`src/design/ipv4rx_pkg.sv`:
```
// ----------------------------------------------------------------------------
// ipv4rx_pkg: shared types and constants for the IPv4 receive header check
// Verdict codes, header constants and the packet summary passed from the
// parser to the verdict stage.
// ----------------------------------------------------------------------------
`default_nettype none

package ipv4rx_pkg;

	localparam int MIN_HEADER_BYTES = 20;
	localparam int UDP_HEADER_BYTES = 8;

	localparam logic [3:0]  IP_VERSION = 4'd4;
	localparam logic [7:0]  PROTO_ICMP = 8'd1;
	localparam logic [7:0]  PROTO_UDP  = 8'd17;
	localparam logic [15:0] COUNT_MAX  = 16'hffff;

	// byte offsets inside the IPv4 header
	localparam logic [15:0] POS_VER_IHL   = 16'd0;
	localparam logic [15:0] POS_LEN_HI    = 16'd2;
	localparam logic [15:0] POS_LEN_LO    = 16'd3;
	localparam logic [15:0] POS_PROTOCOL  = 16'd9;
	localparam logic [15:0] POS_CSUM_HI   = 16'd10;
	localparam logic [15:0] POS_CSUM_LO   = 16'd11;
	localparam logic [15:0] POS_SRC_FIRST = 16'd12;
	localparam logic [15:0] POS_SRC_LAST  = 16'd15;
	localparam logic [15:0] POS_DST_FIRST = 16'd16;
	localparam logic [15:0] POS_DST_LAST  = 16'd19;

	typedef enum logic [2:0] {
		VERDICT_UDP          = 3'd0,
		VERDICT_ICMP         = 3'd1,
		VERDICT_PROTO_UNREACH = 3'd2,
		VERDICT_UDP_SHORT    = 3'd3,
		VERDICT_BAD_VERSION  = 3'd4,
		VERDICT_BAD_LENGTH   = 3'd5,
		VERDICT_BAD_CHECKSUM = 3'd6,
		VERDICT_NOT_OURS     = 3'd7
	} verdict_t;

	// header state as it stands after the last byte of a packet
	typedef struct packed {
		logic        done;
		logic [3:0]  version;
		logic [3:0]  ihl;
		logic [15:0] length;
		logic [7:0]  protocol;
		logic [15:0] checksum;
		logic [15:0] sum;
		logic [31:0] source;
		logic        dest_match;
		logic [15:0] port;
		logic [15:0] count;
	} pkt_t;

endpackage

`default_nettype wire

```
`src/design/ipv4rx_if.sv`:
```
// ----------------------------------------------------------------------------
// ipv4rx_if: valid/ready channels of the IPv4 receive header check
// Byte input channel, result channel and the local address write channel.
// ----------------------------------------------------------------------------
`default_nettype none

interface ipv4rx_byte_if;
	logic       valid;
	logic       ready;
	logic [7:0] data_byte;
	logic       end_of_packet;

	modport source (output valid, data_byte, end_of_packet, input ready);
	modport sink   (input valid, data_byte, end_of_packet, output ready);
endinterface

interface ipv4rx_result_if;
	logic        valid;
	logic        ready;
	logic [2:0]  verdict;
	logic [7:0]  protocol_number;
	logic [31:0] source_address;
	logic [15:0] udp_destination_port;
	logic [5:0]  header_bytes;
	logic [15:0] total_length;

	modport source (output valid, verdict, protocol_number, source_address,
		udp_destination_port, header_bytes, total_length, input ready);
	modport sink   (input valid, verdict, protocol_number, source_address,
		udp_destination_port, header_bytes, total_length, output ready);
endinterface

interface ipv4rx_cfg_if;
	logic        valid;
	logic        ready;
	logic [31:0] data;

	modport source (output valid, data, input ready);
	modport sink   (input valid, data, output ready);
endinterface

`default_nettype wire

```
`src/design/ipv4rx_parse.sv`:
```
// ----------------------------------------------------------------------------
// ipv4rx_parse: input register and header field capture
// Registers each byte, then updates the header fields, destination match
// and ones-complement header sum; hands the final state on at end of packet.
// ----------------------------------------------------------------------------
`default_nettype none

module ipv4rx_parse (
	input  wire logic               clk,
	input  wire logic               arst_n,
	ipv4rx_byte_if.sink             rx,
	input  wire logic [31:0]        local_address,
	input  wire logic               res_free,
	output ipv4rx_pkg::pkt_t        pkt
);
	import ipv4rx_pkg::*;

	function automatic logic [15:0] ones_add(input logic [15:0] a, input logic [15:0] b);
		logic [16:0] s;
		s = {1'b0, a} + {1'b0, b};
		return s[15:0] + {15'd0, s[16]};
	endfunction

	// input register
	logic       valid_s1;
	logic [7:0] byte_s1;
	logic       eop_s1;

	// per-packet state
	logic [15:0] count_q;
	logic [7:0]  vib_q;
	logic [15:0] len_q;
	logic [7:0]  proto_q;
	logic [15:0] csum_q;
	logic [15:0] sum_q;
	logic [7:0]  held_q;
	logic [31:0] src_q;
	logic        dm_q;
	logic [15:0] port_q;

	logic [15:0] count_n, len_n, csum_n, sum_n, port_n;
	logic [7:0]  vib_n, proto_n, held_n, want;
	logic [31:0] src_n;
	logic        dm_n, active, adv;
	logic [5:0]  hb;
	logic [15:0] hb16, word;
	logic [1:0]  lane;

	assign adv      = valid_s1 && (!eop_s1 || res_free);
	assign rx.ready = !valid_s1 || adv;

	always_ff @(posedge clk or negedge arst_n) begin
		if (!arst_n) begin
			valid_s1 <= 1'b0;
		end else if (rx.valid && rx.ready) begin
			valid_s1 <= 1'b1;
		end else if (adv) begin
			valid_s1 <= 1'b0;
		end
	end

	always_ff @(posedge clk) begin
		if (rx.valid && rx.ready) begin
			byte_s1 <= rx.data_byte;
			eop_s1  <= rx.end_of_packet;
		end
	end

	always_comb begin
		active  = count_q != COUNT_MAX;
		vib_n   = (active && count_q == POS_VER_IHL) ? byte_s1 : vib_q;
		hb      = {vib_n[3:0], 2'b00};
		hb16    = {10'd0, hb};
		lane    = 2'd3 - count_q[1:0];
		want    = local_address[{lane, 3'b000} +: 8];
		word    = (count_q == POS_CSUM_LO) ? 16'd0 : {held_q, byte_s1};
		count_n = count_q;
		len_n   = len_q;
		proto_n = proto_q;
		csum_n  = csum_q;
		sum_n   = sum_q;
		held_n  = held_q;
		src_n   = src_q;
		dm_n    = dm_q;
		port_n  = port_q;
		if (active) begin
			if (count_q == POS_LEN_HI || count_q == POS_LEN_LO)
				len_n = {len_q[7:0], byte_s1};
			if (count_q == POS_PROTOCOL)
				proto_n = byte_s1;
			if (count_q == POS_CSUM_HI || count_q == POS_CSUM_LO)
				csum_n = {csum_q[7:0], byte_s1};
			if (count_q >= POS_SRC_FIRST && count_q <= POS_SRC_LAST)
				src_n = {src_q[23:0], byte_s1};
			if (count_q >= POS_DST_FIRST && count_q <= POS_DST_LAST && want != byte_s1)
				dm_n = 1'b0;
			if (count_q == hb16 + 16'd2 || count_q == hb16 + 16'd3)
				port_n = {port_q[7:0], byte_s1};
			if (count_q < hb16) begin
				if (!count_q[0])
					held_n = byte_s1;
				else
					sum_n = ones_add(sum_q, word);
			end
			count_n = count_q + 16'd1;
		end
	end

	always_ff @(posedge clk or negedge arst_n) begin
		if (!arst_n) begin
			count_q <= '0;
			vib_q   <= '0;
			len_q   <= '0;
			proto_q <= '0;
			csum_q  <= '0;
			sum_q   <= '0;
			held_q  <= '0;
			src_q   <= '0;
			dm_q    <= 1'b1;
			port_q  <= '0;
		end else if (adv && eop_s1) begin
			// packet finished: start the next one clean
			count_q <= '0;
			vib_q   <= '0;
			len_q   <= '0;
			proto_q <= '0;
			csum_q  <= '0;
			sum_q   <= '0;
			held_q  <= '0;
			src_q   <= '0;
			dm_q    <= 1'b1;
			port_q  <= '0;
		end else if (adv) begin
			count_q <= count_n;
			vib_q   <= vib_n;
			len_q   <= len_n;
			proto_q <= proto_n;
			csum_q  <= csum_n;
			sum_q   <= sum_n;
			held_q  <= held_n;
			src_q   <= src_n;
			dm_q    <= dm_n;
			port_q  <= port_n;
		end
	end

	always_comb begin
		pkt.done       = adv && eop_s1;
		pkt.version    = vib_n[7:4];
		pkt.ihl        = vib_n[3:0];
		pkt.length     = len_n;
		pkt.protocol   = proto_n;
		pkt.checksum   = csum_n;
		pkt.sum        = sum_n;
		pkt.source     = src_n;
		pkt.dest_match = dm_n;
		pkt.port       = port_n;
		pkt.count      = count_n;
	end

endmodule

`default_nettype wire

```
`src/design/ipv4rx_verdict.sv`:
```
// ----------------------------------------------------------------------------
// ipv4rx_verdict: verdict decision and result register
// Applies the header checks in priority order and holds one result until
// the consumer takes it.
// ----------------------------------------------------------------------------
`default_nettype none

module ipv4rx_verdict (
	input  wire logic               clk,
	input  wire logic               arst_n,
	input  wire ipv4rx_pkg::pkt_t   pkt,
	output logic                    res_free,
	ipv4rx_result_if.source         res
);
	import ipv4rx_pkg::*;

	logic [5:0]  hdr;
	logic [15:0] hdr16;
	verdict_t    verdict;

	assign res_free = !res.valid || res.ready;

	always_comb begin
		hdr   = {pkt.ihl, 2'b00};
		hdr16 = {10'd0, hdr};
		if (pkt.version != IP_VERSION)
			verdict = VERDICT_BAD_VERSION;
		else if (hdr < 6'(MIN_HEADER_BYTES) || pkt.length < hdr16 || pkt.count < pkt.length)
			verdict = VERDICT_BAD_LENGTH;
		else if (pkt.checksum != ~pkt.sum)
			verdict = VERDICT_BAD_CHECKSUM;
		else if (!pkt.dest_match)
			verdict = VERDICT_NOT_OURS;
		else if (pkt.protocol == PROTO_UDP)
			verdict = (pkt.count >= hdr16 + 16'(UDP_HEADER_BYTES)) ?
				VERDICT_UDP : VERDICT_UDP_SHORT;
		else if (pkt.protocol == PROTO_ICMP)
			verdict = VERDICT_ICMP;
		else
			verdict = VERDICT_PROTO_UNREACH;
	end

	always_ff @(posedge clk or negedge arst_n) begin
		if (!arst_n) begin
			res.valid <= 1'b0;
		end else if (pkt.done) begin
			res.valid <= 1'b1;
		end else if (res.ready) begin
			res.valid <= 1'b0;
		end
	end

	always_ff @(posedge clk) begin
		if (pkt.done) begin
			res.verdict              <= verdict;
			res.protocol_number      <= pkt.protocol;
			res.source_address       <= pkt.source;
			res.udp_destination_port <= pkt.port;
			res.header_bytes         <= hdr;
			res.total_length         <= pkt.length;
		end
	end

endmodule

`default_nettype wire

```
`src/design/ipv4_receive_header_check.sv`:
```
// ----------------------------------------------------------------------------
// ipv4_receive_header_check: IPv4 receive header check, top level
// Takes a packet one byte per item and gives one verdict item per packet.
// ----------------------------------------------------------------------------
// Throughput: one byte item per cycle, sustained; only the final byte of a
//   packet waits, and only while the previous result is still held.
// Result path: the last byte is taken into the input register, then the
//   result register is loaded from it once the result slot is free.
// Reset: arst_n clears the local address to zero, drops all valid flags and
//   starts a fresh packet; no clearing pass.
`default_nettype none

module ipv4_receive_header_check (
	input  wire logic        clk,
	input  wire logic        arst_n,
	ipv4rx_byte_if.sink      rx,
	ipv4rx_cfg_if.sink       cfg,
	ipv4rx_result_if.source  res
);
	import ipv4rx_pkg::*;

	logic [31:0] local_address_q;
	logic        res_free;
	pkt_t        pkt;

	// Local address register; always ready. The user must write it only
	// between packets, so each destination byte sees a stable value; the block does not enforce this.
	assign cfg.ready = 1'b1;

	always_ff @(posedge clk or negedge arst_n) begin
		if (!arst_n) begin
			local_address_q <= '0;
		end else if (cfg.valid) begin
			local_address_q <= cfg.data;
		end
	end

	// Byte parser: input register plus header state. A non-final byte never
	// waits on the result side; only the final byte needs a free result slot.
	ipv4rx_parse u_parse (
		.clk           (clk),
		.arst_n        (arst_n),
		.rx            (rx),
		.local_address (local_address_q),
		.res_free      (res_free),
		.pkt           (pkt)
	);

	// Verdict priority: version, length, checksum, destination, protocol.
	ipv4rx_verdict u_verdict (
		.clk      (clk),
		.arst_n   (arst_n),
		.pkt      (pkt),
		.res_free (res_free),
		.res      (res)
	);

`ifndef NO_ASSERTIONS
	// a finished packet only moves into a free result slot
	a_done_free: assert property (@(posedge clk) disable iff (!arst_n)
		pkt.done |-> res_free)
		else $error("packet finished while result slot occupied");

	// a finished packet always shows up as a result next cycle
	a_done_res: assert property (@(posedge clk) disable iff (!arst_n)
		pkt.done |=> res.valid)
		else $error("finished packet gave no result");

	// a udp verdict implies the length checks passed
	a_udp_len: assert property (@(posedge clk) disable iff (!arst_n)
		(res.valid && res.verdict == VERDICT_UDP) |->
		(res.header_bytes >= 6'(MIN_HEADER_BYTES) &&
		res.total_length >= {10'd0, res.header_bytes}))
		else $error("udp verdict with inconsistent lengths");
`endif

endmodule

`default_nettype wire
```
`src/flat_wrapper.sv`:
```
// flat-port wrapper written by rule: the top's interface ports become plain ports
module ipv4_receive_header_check_flat import ipv4rx_pkg::*;
  (clk, arst_n, rx_valid, rx_data_byte, rx_end_of_packet, rx_ready, cfg_valid, cfg_data, cfg_ready, res_valid, res_verdict, res_protocol_number, res_source_address, res_udp_destination_port, res_header_bytes, res_total_length, res_ready);
  ipv4rx_byte_if rx_i ();
  ipv4rx_cfg_if cfg_i ();
  ipv4rx_result_if res_i ();
  input  wire logic clk;
  input  wire logic arst_n;
  input wire logic [$bits(rx_i.valid)-1:0] rx_valid;
  input wire logic [$bits(rx_i.data_byte)-1:0] rx_data_byte;
  input wire logic [$bits(rx_i.end_of_packet)-1:0] rx_end_of_packet;
  output wire logic [$bits(rx_i.ready)-1:0] rx_ready;
  input wire logic [$bits(cfg_i.valid)-1:0] cfg_valid;
  input wire logic [$bits(cfg_i.data)-1:0] cfg_data;
  output wire logic [$bits(cfg_i.ready)-1:0] cfg_ready;
  output wire logic [$bits(res_i.valid)-1:0] res_valid;
  output wire logic [$bits(res_i.verdict)-1:0] res_verdict;
  output wire logic [$bits(res_i.protocol_number)-1:0] res_protocol_number;
  output wire logic [$bits(res_i.source_address)-1:0] res_source_address;
  output wire logic [$bits(res_i.udp_destination_port)-1:0] res_udp_destination_port;
  output wire logic [$bits(res_i.header_bytes)-1:0] res_header_bytes;
  output wire logic [$bits(res_i.total_length)-1:0] res_total_length;
  input wire logic [$bits(res_i.ready)-1:0] res_ready;
  assign rx_i.valid = rx_valid;
  assign rx_i.data_byte = rx_data_byte;
  assign rx_i.end_of_packet = rx_end_of_packet;
  assign rx_ready = rx_i.ready;
  assign cfg_i.valid = cfg_valid;
  assign cfg_i.data = cfg_data;
  assign cfg_ready = cfg_i.ready;
  assign res_valid = res_i.valid;
  assign res_verdict = res_i.verdict;
  assign res_protocol_number = res_i.protocol_number;
  assign res_source_address = res_i.source_address;
  assign res_udp_destination_port = res_i.udp_destination_port;
  assign res_header_bytes = res_i.header_bytes;
  assign res_total_length = res_i.total_length;
  assign res_i.ready = res_ready;
  ipv4_receive_header_check u_core (.clk(clk), .arst_n(arst_n), .rx(rx_i), .cfg(cfg_i), .res(res_i));
endmodule
```
`config.mk`:
```
export PLATFORM = sky130hd
export DESIGN_NAME = ipv4_receive_header_check_flat
export DESIGN_NICKNAME = d
export VERILOG_FILES = /design/src/design/ipv4rx_pkg.sv /design/src/design/ipv4rx_if.sv /design/src/design/ipv4rx_parse.sv /design/src/design/ipv4rx_verdict.sv /design/src/design/ipv4_receive_header_check.sv /design/src/flat_wrapper.sv
export SDC_FILE = /design/constraint.sdc
export NUM_CORES = 1
export LEC_CHECK = 0
export ABC_AREA = 1
export BUFFER_PORTS_ARGS = -buffer_cell sky130_fd_sc_hd__buf_4
export CORE_AREA = 2 2 157 159
export DETAILED_ROUTE_END_ITERATION = 10
export DIE_AREA = 0 0 159 161
export GPL_ROUTABILITY_DRIVEN = 0
export PLACE_DENSITY = 0.81
export SLEW_MARGIN = 20
export SYNTH_ARGS = -nofsm -noshare
export SYNTH_HDL_FRONTEND = slang
export SYNTH_SLANG_ARGS = --single-unit
```
`constraint.sdc`:
```
create_clock -name clk -period 5.5 [get_ports clk]
set_clock_uncertainty 0.15 [all_clocks]
set_input_delay 0.55 -clock clk [delete_from_list [all_inputs] [get_ports clk]]
set_output_delay 0.55 -clock clk [all_outputs]
set_load 0.03 [all_outputs]
```
==> qor.txt <==
Setup crit end kind = flop
Peak VDD IR = 0.0002906 V
Regs by FF count = u_core.local_address_q: 32 flops, u_core.u_parse.src_q: 32 flops, u_core.u_verdict.res.source_address: 32 flops
Reg clk slew, reported paths = 60 ps
DP Worst Slack = 350.9 ps
row cnt = 57
Max Buffers Root-to-Sink = 3
min Tclk post-route = 5151 ps
DRT iter0 DRCs = 1,091
Req. time, crit path = 5620 ps
Seq cells post-synth = 259
Slew headroom = 29.02%
ys flop type = dfrtp_1
FMAX = 194.1 MHz
I/O pins = 130
CP startpoint kind = flop
Max Cap Viol = 0
kind of critical path = reg2reg
commonest non-fill, non-tap cells in the layout = nand2_1 (412), inv_1 (253), dfrtp_1 (169)
post-synth cell types = 52
hold_ws = 36.17 ps
crit-path leading delay family = simple AND/OR/NAND/NOR gates
Worst path most repeated cell = nand2_1
fin worst setup slack = 349.3 ps
crit path max fanout = 7
largest net degree at the start of global routing = 80
layout cells sized above 1 = 16.76%
DR vias = 12,110
drt drc = 0
outcome = finished clean
H-tree depth = 1
core area = 23,960 um2
ys async rst share = 66.02%
Detailed Routing Iterations Pass 1 = 5
Clk Latency, worst-skew pair = 540 ps
All-Layer GR Usage = 28.51%
Syn. warnings = 0
Avg Synthesized Cell Area = 8.368 um2
initial antenna violation count = 1
type of the worst min-delay path = in2reg
Avg WL per Cell = 17.33 um
Die Span X = 159 um
Slew Viols, Final = 0
Initial Util = 58.77%
Worst-Margin Slew = 1065 ps
Area growth syn-to-layout = 15.72%
final hold violation count = 0
final setup fails = 0
antenna-violating nets left = 0
GRT overflow = 0
Post-Syn Area = 14,080 um2
post-DP HPWL = 25.55 mm
register area share after synthesis = 49.16%
Post-Syn Instances = 1,683
data arrival time of the worst path = 5270 ps
die height = 161 um
Final nets = 1,896
root buf cell = clkbuf_16
vias in the first global route = 11,750
TritonCTS clock tree = done
Bufs and invs on worst path = 4
first-pass GRT wire length = 59.17 mm
Setup TNS = 0 ps
fin crit share = 93.65%
number of fillers in the final layout = 1,896
Leakage = 7.997 nW
Ant. Diodes = 0
Post-synth EDFFs = 88
clock sinks = 259
vias per cell = 5.648
Port Buffers = 126
Num CTS Buffers = 27
Total Wirelength = 37.15 mm
CP max stage cell = dfrtp_1
commonest non-fill, non-tap cell in the layout = nand2_1
total power per unit cell area = 374.7 nW/um2
slowest stage delay, CP = 430 ps
final core utilization = 68.01%
die area = 25,600 um2
[area by class of cell]
class | instances | area (um2) | area share (%)
Inverter | 273 | 1026 | 6.295
Tap cell | 324 | 405.4 | 2.487
Clock inverter | 15 | 165.2 | 1.013
Sequential cell | 259 | 6924 | 42.48
Multi-Input combinational cell | 1091 | 5928 | 36.37
Timing Repair Buffer | 147 | 1114 | 6.833
Clock buffer | 35 | 735.7 | 4.514
[cell families (layout without fill, tap and decap cells)]
logic type               after synthesis  count (layout)  synth area share [%]
other                                  2               3               0.05332
flip-flops                           259             259                 49.16
multiplexers                          16              16                 1.279
AND/OR/NAND/NOR                      679             679                 21.44
buffers and inverters                334             470                 9.302
adder cells (fa/ha/maj)               51              51                 4.584
XOR/XNOR                              22              22                 1.422
AO/OA/AOI/OAI                        320             320                 12.77
[worst paths after layout]
| path | from | to | slack (ps) | depth (start not counted) |
|---|---|---|---|---|
| setup / recovery | u_core.u_parse.count_q[14]$_DFFE_PN0N_ | u_core.u_verdict.res.verdict[2]$_SDFFCE_PP1P_ | 350 | 30 |
| hold / removal | rx_end_of_packet | u_core.u_parse.eop_s1$_DFFE_PP_ | 40 | 1 |
| setup reg to reg | u_core.u_parse.count_q[14]$_DFFE_PN0N_ | u_core.u_verdict.res.verdict[2]$_SDFFCE_PP1P_ | 350 | 30 |
| hold reg to reg | u_core.u_parse.proto_q[7]$_DFFE_PN0N_ | u_core.u_parse.proto_q[7]$_DFFE_PN0N_ | 340 | 2 |
| max in group asynchronous | arst_n | u_core.u_parse.port_q[1]$_DFFE_PN0N_ | 3530 | 3 |
| min in group asynchronous | arst_n | u_core.u_parse.len_q[15]$_DFFE_PN0N_ | 450 | 2 |
[worst register-to-register path, delay by kind of cell (launching register included)]
family                     cells  cell delay, ps
xor gates and xnor gates       1             130
adders and majority gates      2             570
DFF                            1             430
and+or+nand+nor               19            2460
AOI/OAI and AO/OA              4             670
buffers and inverters          4             490
[through the flow]
stage | cell area, um2 | instances | power [mW]
final | 16300 | 2144 | 6.108
after CTS | 16190 | 2139 | 6.051
after global placement | 15280 | 2088 | 4.108
after detailed placement | 15280 | 2088 | 4.176
after floorplan | 14090 | 1684 | 3.655
after global routing | 16300 | 2144 | 6.405
[cell usage after synthesis (20+ instances only)]
cell type | number | share of area (%)
nand2_1 | 412 | 11
inv_1 | 254 | 6.8
dfrtp_1 | 170 | 30
o21ai_0 | 157 | 5.6
nor2_1 | 98 | 2.6
edfxtp_1 | 88 | 19
nand3_1 | 63 | 2.2
o22ai_1 | 61 | 2.7
a21oi_1 | 59 | 2.1
ha_1 | 50 | 4.4
clkbuf_1 | 40 | 1.1
nand4_1 | 23 | 1.0
nand2_2 | 20 | 0.89
[power breakdown]
part	internal (mW)	switching, mW
combinational	0.614	1.31
sequential	2.19	0.118
clock	1.09	0.782
[what timing repair did]
item / in CTS / in global routing
endpoints found under the hold margin: 71 / 0
resized for setup: 0 / 18
setup endpoints to repair: 0 / 3
hold buffers: 1 / 0
buffers inserted: 0 / 4
[routing by layer]
layer  GRT usage (%)  share of wire, %  vias up
li1                -                 -     5726
met1           37.97                40     5679
met2           46.34                46      579
met4           12.52               4.5        2
met5               0             0.032        -
met3           5.085               9.1      123
Note: power is estimated with default switching activity, not from simulation.
